==> src/design/dfd_pkg.sv <==
package dfd_pkg;

  localparam int unsigned TRACKER_ENTRIES_DEFAULT = 32;

  localparam int unsigned CFG_INDEX_W = 8;
  localparam int unsigned CFG_DATA_W  = 32;

  localparam logic [CFG_INDEX_W-1:0] REG_WINDOW_LENGTH   = 8'd0;
  localparam logic [CFG_INDEX_W-1:0] REG_FLOOD_THRESHOLD = 8'd1;

  localparam logic [31:0] WINDOW_LENGTH_RESET   = 32'd1000000;
  localparam logic [15:0] FLOOD_THRESHOLD_RESET = 16'd10;

  typedef struct packed {
    logic [47:0] source_addr;
    logic [47:0] dest_addr;
    logic [7:0]  radio_channel;
    logic [63:0] event_time_us;
  } event_item_t;

  typedef struct packed {
    logic [47:0] alert_source;
    logic [47:0] alert_dest;
    logic [15:0] alert_count;
    logic [63:0] alert_window_start;
    logic [7:0]  alert_channel;
    logic [63:0] alert_time;
  } alert_item_t;

  typedef struct packed {
    logic [47:0] source;
    logic [15:0] count;
    logic [63:0] window_start;
  } tracker_entry_t;

  // controller to datapath
  typedef struct packed {
    logic capture;
    logic scan_rd;
    logic calc;
    logic commit;
  } dp_cmd_t;

  // datapath to controller
  typedef struct packed {
    logic rd_more;
    logic scan_done;
    logic out_block;
  } dp_status_t;

endpackage

==> src/design/dfd_ctrl.sv <==
module dfd_ctrl (
  input  logic                clk,
  input  logic                rst,
  input  logic                event_valid,
  output logic                event_ready,
  input  dfd_pkg::dp_status_t status,
  output dfd_pkg::dp_cmd_t    cmd
);
  import dfd_pkg::*;

  localparam logic [1:0] ST_IDLE   = 2'd0;
  localparam logic [1:0] ST_SCAN   = 2'd1;
  localparam logic [1:0] ST_CALC   = 2'd2;
  localparam logic [1:0] ST_COMMIT = 2'd3;

  logic [1:0] state;
  logic [1:0] state_next;

  assign event_ready = (state == ST_IDLE);

  always_comb begin
    state_next  = state;
    cmd         = '0;
    case (state)
      ST_IDLE: begin
        if (event_valid) begin
          cmd.capture = 1'b1;
          state_next  = ST_SCAN;
        end
      end
      ST_SCAN: begin
        cmd.scan_rd = status.rd_more;
        if (status.scan_done) begin
          state_next = ST_CALC;
        end
      end
      ST_CALC: begin
        cmd.calc   = 1'b1;
        state_next = ST_COMMIT;
      end
      ST_COMMIT: begin
        // hold while an alert would overwrite one not yet taken
        if (!status.out_block) begin
          cmd.commit = 1'b1;
          state_next = ST_IDLE;
        end
      end
      default: begin
        state_next = ST_IDLE;
      end
    endcase
  end

  always_ff @(posedge clk) begin
    if (rst) begin
      state <= ST_IDLE;
    end else begin
      state <= state_next;
    end
  end

endmodule

==> config.mk <==
export PLATFORM = sky130hd
export DESIGN_NAME = dfd_ctrl
export DESIGN_NICKNAME = d
export VERILOG_FILES = /design/src/design/dfd_pkg.sv /design/src/design/dfd_ctrl.sv
export SDC_FILE = /design/constraint.sdc
export NUM_CORES = 1
export LEC_CHECK = 0
export BUFFER_PORTS_ARGS = -buffer_cell sky130_fd_sc_hd__buf_2
export CAP_MARGIN = 30
export CORE_AREA = 2 2 39 41
export DETAILED_ROUTE_END_ITERATION = 12
export DIE_AREA = 0 0 41 43
export HOLD_SLACK_MARGIN = 0.06
export PLACE_DENSITY = 0.42
export SLEW_MARGIN = 20
export SYNTH_ARGS = -nofsm -noshare
export SYNTH_HDL_FRONTEND = slang
export SYNTH_SLANG_ARGS = --single-unit
==> constraint.sdc <==
create_clock -name clk -period 2.9 [get_ports clk]
set_input_delay 0.435 -clock clk [delete_from_list [all_inputs] [get_ports clk]]
set_output_delay 0.435 -clock clk [all_outputs]
set_load 0.02 [all_outputs]
==> Implementation_results.wiki, run 1 <==
{| class="wikitable"
! Metric !! Value
|-
| Worst Min Path Start || state[1]
|-
| Placeable core region || 1380 sq um
|-
| Number of synthesized flops with an enable pin || 0
|-
| Die extent in y || 43 um
|-
| Commonest cells in the netlist || 4 x sky130_fd_sc_hd__ha_1, 4 x sky130_fd_sc_hd__inv_1, 3 x sky130_fd_sc_hd__nand2b_1
|-
| Period utilisation layout || 56.4%
|-
| Number of violations reported at the end of detailed-routing iteration 0 || 5
|-
| Total wirelength of the detailed-routed design || 388 um
|-
| Quantity of gates resized following cts || 0
|-
| Count of pins on the block boundary || 11
|-
| GP Congestion || 0.618
|-
| Worst-case setup slack after placement || 1.41 ns
|-
| Clock tree root driver cell || sky130_fd_sc_hd__clkbuf_4
|-
| Internal reg-to-reg setup slack || 1.42 ns
|-
| Count of cells along the worst register-to-register path || 4
|-
| First-pass iteration count of the detailed router || 4
|-
| Critical path's largest stage delay || 0.37 ns
|-
| Flip-flop count of the largest register after layout || 2
|-
| Final TNS setup || 0 ns
|-
| Die width || 41 um
|-
| Sequential cell area fraction in the yosys report || 22.1%
|-
| Total placed instance area || 251 sq um
|-
| Post-Synthesis Mean Instance Area || 9.07 sq um
|-
| Worst clock skew || 0.00427 ns
|-
| Leak pwr || 0.157 nW
|-
| Routed WL per cell || 7.92 um
|-
| Dpl hpwl || 324 um
|-
| Remaining Overflow, GRT || 0
|-
| Quantity of I/O buffers inserted on ports || 10
|-
| Worst Path Class, Setup || flop to output port
|-
| Post-CTS Hold Buffers || 0
|-
| Site row count || 14
|-
| Cell Pwr Density || 938 nW/um^2
|-
| Total number of nets in the final design || 45
|-
| Data arrival time of the critical path || 1.20 ns
|-
| Via density per instance || 3.57
|-
| Dominant cells by area after synthesis || sky130_fd_sc_hd__ha_1 28%, sky130_fd_sc_hd__dfxtp_1 22%, sky130_fd_sc_hd__mux2i_1 11%
|-
| Share of async-settable or async-resettable flops after synthesis || 0%
|-
| Regs by FF count || state x2
|-
| Initial Utilization || 13.1%
|-
| Post-synthesis cell type with the largest combined area || sky130_fd_sc_hd__ha_1
|-
| Ant. Diodes || 0
|-
| Unique masters post-synth || 9
|-
| Final max-slew violation count || 0
|-
| Time the worst path needs with I/O delays and setup || 1.64 ns
|-
| Endpoint of the lowest-slack register-to-register path || state[0]
|-
| Yosys warnings || 0
|-
| Growth of design area from synthesis to finish || 51.0%
|-
| Clock-pin transition on the worst setup and hold timing paths || 0.03 ns
|-
| Max IR drop VDD || 0.241 mV
|-
| Clock tree buffer depth || 2
|-
| Number of sinks driven by the clock tree || 2
|-
| Number of violations of the max-capacitance limit || 0
|-
| Crit Reg-Reg Startpoint || state[0]
|-
| Unrepaired setup endpoints after global routing || false
|-
| Achievable clock frequency || 611 MHz
|-
| Outcome || completed
|-
| Flip-flop and latch count after synthesis || 2
|-
| Max stage delay cell, worst path || sky130_fd_sc_hd__dfxtp_1
|-
| Fillers || 158
|-
| Start point of the critical path || state[0]
|-
| Final design area excluding fillers || 274 sq um
|-
| Cell-by-cell listing of the critical path || inv_1, ha_1, and2_1, buf_2
|-
| Count of nets left with antenna violations after detail routing || 0
|-
| Pin count of the biggest net entering global routing || 5
|-
| Final setup viols || 0
|-
| Initial antenna violation count || 0
|-
| Global-route usage over all layers || 5.11%
|-
| Synth Flop Type || sky130_fd_sc_hd__dfxtp_1
|-
| Crit path capture type || output port
|-
| Die ar. || 1760 sq um
|-
| Maximum fanout count along the critical path || 4
|-
| Share of the synthesized area in the top cell type || 27.6%
|-
| Worst setup endpoint || cmd[3]
|-
| Clk_lat worst skew || 0.22 ns
|-
| Synth Instances || 20
|-
| Class of the tightest hold or removal check || flop to flop
|-
| Startpoint types || flop
|-
| Top reg by flops || state
|-
| Remaining DRCs || 0
|-
| Final-layout worst hold slack || 0.517 ns
|-
| Total via count in the routed design || 175
|-
| CP required || 2.47 ns
|-
| H-tree depth || 1
|-
| First-pass GRT wire length || 558 um
|-
| # Post-CTS Setup Buffers || 0
|-
| Rel. slew slack || 64.7%
|-
| Least-Margin Pin Slew || 0.529 ns
|-
| Number of global-route vias before repair || 146
|-
| Clock buffers created by TritonCTS || 3
|-
| Total nets after synthesis || 30
|-
| Proportion of layout cells with a drive suffix above 1 || 39.4%
|-
| Clock tree from TritonCTS || built
|-
| Final count of hold timing violations || 0
|-
| Final WS setup || 1.26 ns
|-
| Syn Std Cell Area || 181 sq um
|}
[worst min path at each step]
stage,to,slack (ns),depth (start not counted)
finish,state[1],0.52,2
global placement,state[1],0.51,2
detailed placement,state[1],0.52,2
global route,state[0],0.55,2
floorplan,state[1],0.48,2
CTS,state[1],0.52,3
[metrics by stage]
stage,util [%],cells,power [mW]
2_1_floorplan,-,20,0.159
3_3_place_gp,18.2,46,0.198
6_report,19.8,49,0.257
5_1_grt,19.8,49,0.287
4_1_cts,19.8,49,0.265
3_5_place_dp,18.2,46,0.199
[cells in the final DEF, fill, tap and decap left out, drive strengths merged]
master and count:
a222oi 1, and2 2, and2b 1, buf 10
clkbuf 3, dfxtp 2, ha 4, inv 4
mux2i 2, nand2b 3, o21bai 1
[critical path, delay by kind of cell (launching register included)]
| kind | cells | cell delay, ns |
|---|---|---|
| and+or+nand+nor | 1 | 0.14 |
| buffers and inverters | 2 | 0.23 |
| adders and majority gates | 1 | 0.24 |
| DFF | 1 | 0.37 |
[routing by layer]
metal | part of all wire, % | track usage [%] | routed length, um
met3 | 15 | 4.71 | 57
met1 | 48 | 5.43 | 187
met5 | 0 | 0 | 0
met2 | 37 | 5.94 | 143
met4 | 0 | 4.00 | 0
[layout make-up]
class                   count  area (sq um)  area share (%)
repair buffers             10          50.0            18.3
well taps                  16          20.0            7.31
multi-input cells          14           126            46.1
clock buffers               3          22.5            8.22
inverters                   4          15.0            5.48
flip-flops and latches      2          40.0            14.6
[report_power, final]
group / internal (mW) / leakage (nW) / switching (mW) / total (mW)
sequential: 0.0405 / 0.0165 / 0.0129 / 0.0534
combinational: 0.0591 / 0.126 / 0.0831 / 0.142
clock: 0.0457 / 0.0138 / 0.0158 / 0.0614
total: 0.145 / 0.157 / 0.112 / 0.257
[kinds of logic after synthesis]
logic type,count (synthesis),share of synthesized area [%]
AO/OA/AOI/OAI,2,9.66
adder cells (fa/ha/maj),4,27.6
buffers and inverters,4,8.27
flip-flops,2,22.1
multiplexers,2,11.0
AND/OR/NAND/NOR,6,21.4
Power figures use the tool's default switching activity.
==> run 2, diff against run 1 <==
Clock period 2.9 ns to 1.7 ns, I/O delays scaled along.
==> Implementation_results.wiki, run 2 (same netlist as run 1, synthesis figures left out) <==
{| class="wikitable"
! Metric !! Value
|-
| Outcome || completed
|-
| First-pass iteration count of the detailed router || 6
|-
| Regs by FF count || state x2
|-
| Placeable core region || 1380 sq um
|-
| GP Congestion || 0.596
|-
| Die ar. || 1760 sq um
|-
| Pin count of the biggest net entering global routing || 5
|-
| Crit path capture type || flop
|-
| Maximum fanout count along the critical path || 4
|-
| Top library cells by usage in the layout, fill and taps aside || 10 x sky130_fd_sc_hd__buf_2, 4 x sky130_fd_sc_hd__inv_1, 4 x sky130_fd_sc_hd__ha_1, 3 x sky130_fd_sc_hd__nand2b_1, 3 x sky130_fd_sc_hd__clkbuf_4
|-
| Clock buffers created by TritonCTS || 3
|-
| Final max-slew violation count || 0
|-
| Part of the total power dissipated in combinational logic || 55.6%
|-
| Clock-pin transition on the worst setup and hold timing paths || 0.03 ns
|-
| Via density per instance || 3.45
|-
| Count of nets left with antenna violations after detail routing || 0
|-
| Share of total power in the clock network || 23.6%
|-
| Routed WL per cell || 7.43 um
|-
| Internal portion of total power || 249 uW
|-
| Final setup viols || 0
|-
| Clock tree from TritonCTS || built
|-
| Max IR drop VDD || 0.586 mV
|-
| Least-Margin Pin Slew || 0.527 ns
|-
| Rel. slew slack || 64.9%
|-
| Initial antenna violation count || 0
|-
| First-pass GRT wire length || 586 um
|-
| Number of violations reported at the end of detailed-routing iteration 0 || 8
|-
| Dpl hpwl || 296 um
|-
| Cell Pwr Density || 1600 nW/um^2
|-
| Fillers || 152
|-
| Sw frac || 43.3%
|-
| Number of violations of the max-capacitance limit || 0
|-
| Data arrival time of the critical path || 1.61 ns
|-
| Class of the tightest hold or removal check || input port to flop
|-
| Clk_lat worst skew || 0.22 ns
|-
| Worst clock skew || 0.000631 ns
|-
| Internal reg-to-reg setup slack || 0.24 ns
|-
| Time the worst path needs with I/O delays and setup || 1.46 ns
|-
| Flip-flop count of the largest register after layout || 2
|-
| Quantity of I/O buffers inserted on ports || 10
|-
| Leak pwr || 0.157 nW
|-
| Final count of hold timing violations || 0
|-
| Quantity of gates resized following cts || 0
|-
| Remaining Overflow, GRT || 0
|-
| Site row count || 14
|-
| Count of pins on the block boundary || 11
|-
| Worst-case setup slack after placement || 0.235 ns
|-
| Net switching power of the design || 190 uW
|-
| Final TNS setup || 0 ns
|-
| Clock tree buffer depth || 2
|-
| Sequential group share of total power || 20.8%
|-
| Initial Utilization || 13.1%
|-
| Post-CTS Hold Buffers || 0
|-
| Final WS setup || 0.237 ns
|-
| Clock tree root driver cell || sky130_fd_sc_hd__clkbuf_4
|-
| Number of sinks driven by the clock tree || 2
|-
| Worst Path Class, Setup || flop to flop
|-
| Startpoint types || flop
|-
| Number of global-route vias before repair || 150
|-
| Growth of design area from synthesis to finish || 51.0%
|-
| Total via count in the routed design || 169
|-
| Proportion of layout cells with a drive suffix above 1 || 39.4%
|-
| Remaining DRCs || 0
|-
| Period utilisation layout || 86.1%
|-
| Ant. Diodes || 0
|-
| Unrepaired setup endpoints after global routing || false
|-
| Top reg by flops || state
|-
| Total number of nets in the final design || 45
|-
| Global-route usage over all layers || 5.42%
|-
| # Post-CTS Setup Buffers || 0
|-
| H-tree depth || 1
|-
| CP required || 1.85 ns
|-
| Leading cell type in the layout, fill and taps excluded || sky130_fd_sc_hd__buf_2
|-
| Total wirelength of the detailed-routed design || 364 um
|-
| Die width || 41 um
|-
| Die extent in y || 43 um
|-
| Final design area excluding fillers || 274 sq um
|-
| Achievable clock frequency || 684 MHz
|-
| Total placed instance area || 251 sq um
|}
[run 2: cell counts in the layout (fill, tap and decap cells not counted)]
No cell type changed its count.
[run 2: metrics by stage]
step                      utilization [%]  instances  hold WS, ns  power, mW
after floorplan                         -         20        0.435      0.272
after global placement               18.2         46        0.517      0.342
after detailed placement             18.2         46        0.514      0.338
after CTS                            19.8         49        0.321      0.451
after global routing                 19.8         49        0.347      0.501
final                                19.8         49        0.329      0.438
[run 2: power groups by stage]
stage               Combinational (mW)  Clock, mW  Sequential [mW]
floorplan                        0.185          0           0.0866
detailed placement               0.246          0           0.0920
finish                           0.244      0.104           0.0911
global route                     0.282      0.122           0.0974
CTS                              0.247      0.113           0.0913
global placement                 0.248          0           0.0936
[run 2: worst max-delay path, stage by stage (launching register included)]
cell and delay (ns):
sky130_fd_sc_hd__dfxtp_1 0.37, sky130_fd_sc_hd__inv_1 0.08, sky130_fd_sc_hd__ha_1 0.24, sky130_fd_sc_hd__a222oi_1 0.46, sky130_fd_sc_hd__mux2i_1 0.24
[run 2: final timing paths]
check                           cells past startpoint  endpoint  startpoint
worst max-delay path                                4  state[0]    state[0]
worst min-delay path                                3  state[1]         rst
worst max register to register                      4  state[0]    state[0]
worst min register to register                      2  state[1]    state[1]
[run 2: area by class of cell]
cell class                 instances  area (sq um)  area share, %
clock buffer                       3          22.5           8.22
inverter                           4          15.0           5.48
sequential                         2          40.0           14.6
multi-input combinational         14           126           46.1
tap                               16          20.0           7.31
timing repair buffer              10          50.0           18.3
[run 2: metal layers]
layer	up-vias	GRT usage (%)	wire [um]
met2	13	5.31	130
met5	-	0	0
met4	0	8.00	0
met1	65	7.07	174
li1	91	-	-
met3	0	1.57	59
==> run 3, diff against run 2 <==
Settings changed: BUFFER_PORTS_ARGS -buffer_cell sky130_fd_sc_hd__buf_2 to unset, CTS_BUF_LIST set to sky130_fd_sc_hd__clkbuf_8 sky130_fd_sc_hd__clkbuf_16, DONT_BUFFER_PORTS set to 1, PLACE_DENSITY 0.42 to 0.35.
==> Implementation_results.wiki, run 3 (same netlist as run 1, synthesis figures left out) <==
{| class="wikitable"
! Metric !! Value
|-
| Outcome || completed
|-
| Data arrival time of the critical path || 1.24 ns
|-
| Crit path capture type || output port
|-
| Worst setup endpoint || cmd[3]
|-
| Final count of hold timing violations || 0
|-
| First-pass iteration count of the detailed router || 4
|-
| Startpoint types || flop
|-
| Final design area excluding fillers || 250 sq um
|-
| Regs by FF count || state x2
|-
| First-pass GRT wire length || 455 um
|-
| Fillers || 146
|-
| Placeable core region || 1380 sq um
|-
| Die width || 41 um
|-
| Period utilisation layout || 88.1%
|-
| Worst-case setup slack after placement || 0.241 ns
|-
| Total area of multi-input combinational cells || 126 sq um
|-
| Cell-by-cell listing of the critical path || inv_1, ha_1, buf_4, and2_1
|-
| Total placed instance area || 209 sq um
|-
| Internal reg-to-reg setup slack || 0.24 ns
|-
| Flip-flop count of the largest register after layout || 2
|-
| Cell Pwr Density || 2010 nW/um^2
|-
| Quantity of gates resized following cts || 0
|-
| Final setup viols || 0
|-
| Count of nets left with antenna violations after detail routing || 0
|-
| Total via count in the routed design || 143
|-
| Number of sinks driven by the clock tree || 2
|-
| Die extent in y || 43 um
|-
| Number of violations reported at the end of detailed-routing iteration 0 || 2
|-
| Dpl hpwl || 306 um
|-
| Clock tree buffer depth || 2
|-
| Count of pins on the block boundary || 11
|-
| Post-CTS Hold Buffers || 0
|-
| Clock tree root driver cell || sky130_fd_sc_hd__clkbuf_8
|-
| Top library cells by usage in the layout, fill and taps aside || 4 x sky130_fd_sc_hd__inv_1, 4 x sky130_fd_sc_hd__ha_1, 3 x sky130_fd_sc_hd__nand2b_1, 3 x sky130_fd_sc_hd__clkbuf_8
|-
| Total wirelength of the detailed-routed design || 351 um
|-
| Least-Margin Pin Slew || 0.554 ns
|-
| Remaining Overflow, GRT || 0
|-
| Max stage delay cell, worst path || sky130_fd_sc_hd__dfxtp_1
|-
| Proportion of layout cells with a drive suffix above 1 || 16.7%
|-
| Worst clock skew || 0.00154 ns
|-
| Remaining DRCs || 0
|-
| Class of the tightest hold or removal check || input port to flop
|-
| Number of global-route vias before repair || 104
|-
| Sequential cell area || 40.0 sq um
|-
| Total number of nets in the final design || 36
|-
| Rel. slew slack || 63.1%
|-
| Ant. Diodes || 0
|-
| Clk_lat worst skew || 0.21 ns
|-
| Crit Reg-Reg Startpoint || state[1]
|-
| Worst Path Class, Setup || flop to output port
|-
| Final TNS setup || 0 ns
|-
| Pin count of the biggest net entering global routing || 5
|-
| Via density per instance || 3.58
|-
| Number of violations of the max-capacitance limit || 0
|-
| # Post-CTS Setup Buffers || 0
|-
| Initial Utilization || 13.1%
|-
| Start point of the critical path || state[0]
|-
| Time the worst path needs with I/O delays and setup || 1.50 ns
|-
| Clock tree from TritonCTS || built
|-
| Power, Total || 502 uW
|-
| Global-route usage over all layers || 4.70%
|-
| CP top delay family || flip-flops
|-
| Die ar. || 1760 sq um
|-
| Final WS setup || 0.202 ns
|-
| Combined buffer and inverter count along the critical path || 2
|-
| GP Congestion || 0.542
|-
| H-tree depth || 1
|-
| Count of cells along the worst register-to-register path || 4
|-
| Maximum fanout count along the critical path || 4
|-
| Unrepaired setup endpoints after global routing || false
|-
| Critical path's largest stage delay || 0.37 ns
|-
| Leak pwr || 0.125 nW
|-
| Initial antenna violation count || 0
|-
| Growth of design area from synthesis to finish || 37.9%
|-
| Top reg by flops || state
|-
| Max IR drop VDD || 0.600 mV
|-
| Crit. path cell count || 4
|-
| Non-filler instance count after layout || 40
|-
| Clock-pin transition on the worst setup and hold timing paths || 0.03 ns
|-
| Routed WL per cell || 8.78 um
|-
| CP required || 1.44 ns
|-
| Quantity of I/O buffers inserted on ports || 0
|-
| Achievable clock frequency || 667 MHz
|-
| Site row count || 14
|-
| Clock buffers created by TritonCTS || 3
|-
| Number of placed cells counting well taps || 37
|-
| Final max-slew violation count || 0
|-
| Endpoint of the lowest-slack register-to-register path || state[0]
|}
[run 3: how the worst min path moves through the flow]
stage          startpoint       end  slack (ns)  cells after the start
5_1_grt               rst  state[1]        0.24                      2
2_1_floorplan         rst  state[0]        0.44                      2
6_report              rst  state[1]        0.23                      2
3_3_place_gp          rst  state[0]        0.44                      2
4_1_cts               rst  state[1]        0.23                      2
3_5_place_dp          rst  state[0]        0.45                      2
[run 3: area by class of cell]
type,instances,share of cell area (%)
clock buffer,3,16.5
multi-input combinational,14,50.5
timing repair buffer,1,3.00
sequential,2,16.0
tap,16,8.00
inverter,4,6.00
[run 3: where the power goes]
part | total, mW | switching [mW] | internal [mW]
Clock | 0.182 | 0.0331 | 0.149
Sequential | 0.0925 | 0.0234 | 0.0691
Combinational | 0.227 | 0.137 | 0.0907
Total | 0.502 | 0.193 | 0.309
[run 3: worst reg2reg max path: stages, from the launching register on]
cell and delay (ns):
sky130_fd_sc_hd__dfxtp_1 0.37, sky130_fd_sc_hd__inv_1 0.08, sky130_fd_sc_hd__ha_1 0.20, sky130_fd_sc_hd__a222oi_1 0.50
sky130_fd_sc_hd__mux2i_1 0.24
[run 3: layer usage]
layer / track usage, % / wire, um / vias to the layer above
met2: 3.44 / 109 / 11
li1: - / - / 73
met5: 0 / 0 / -
met3: 5.24 / 59 / 0
met4: 6.00 / 0 / 0
met1: 5.41 / 182 / 59
[run 3: per-stage QoR]
step                      hold WS [ns]  util [%]
final                            0.233      18.1
after global routing             0.244      18.1
after CTS                        0.232      18.1
after detailed placement         0.451      15.1
after global placement           0.444      15.1
after floorplan                  0.435         -
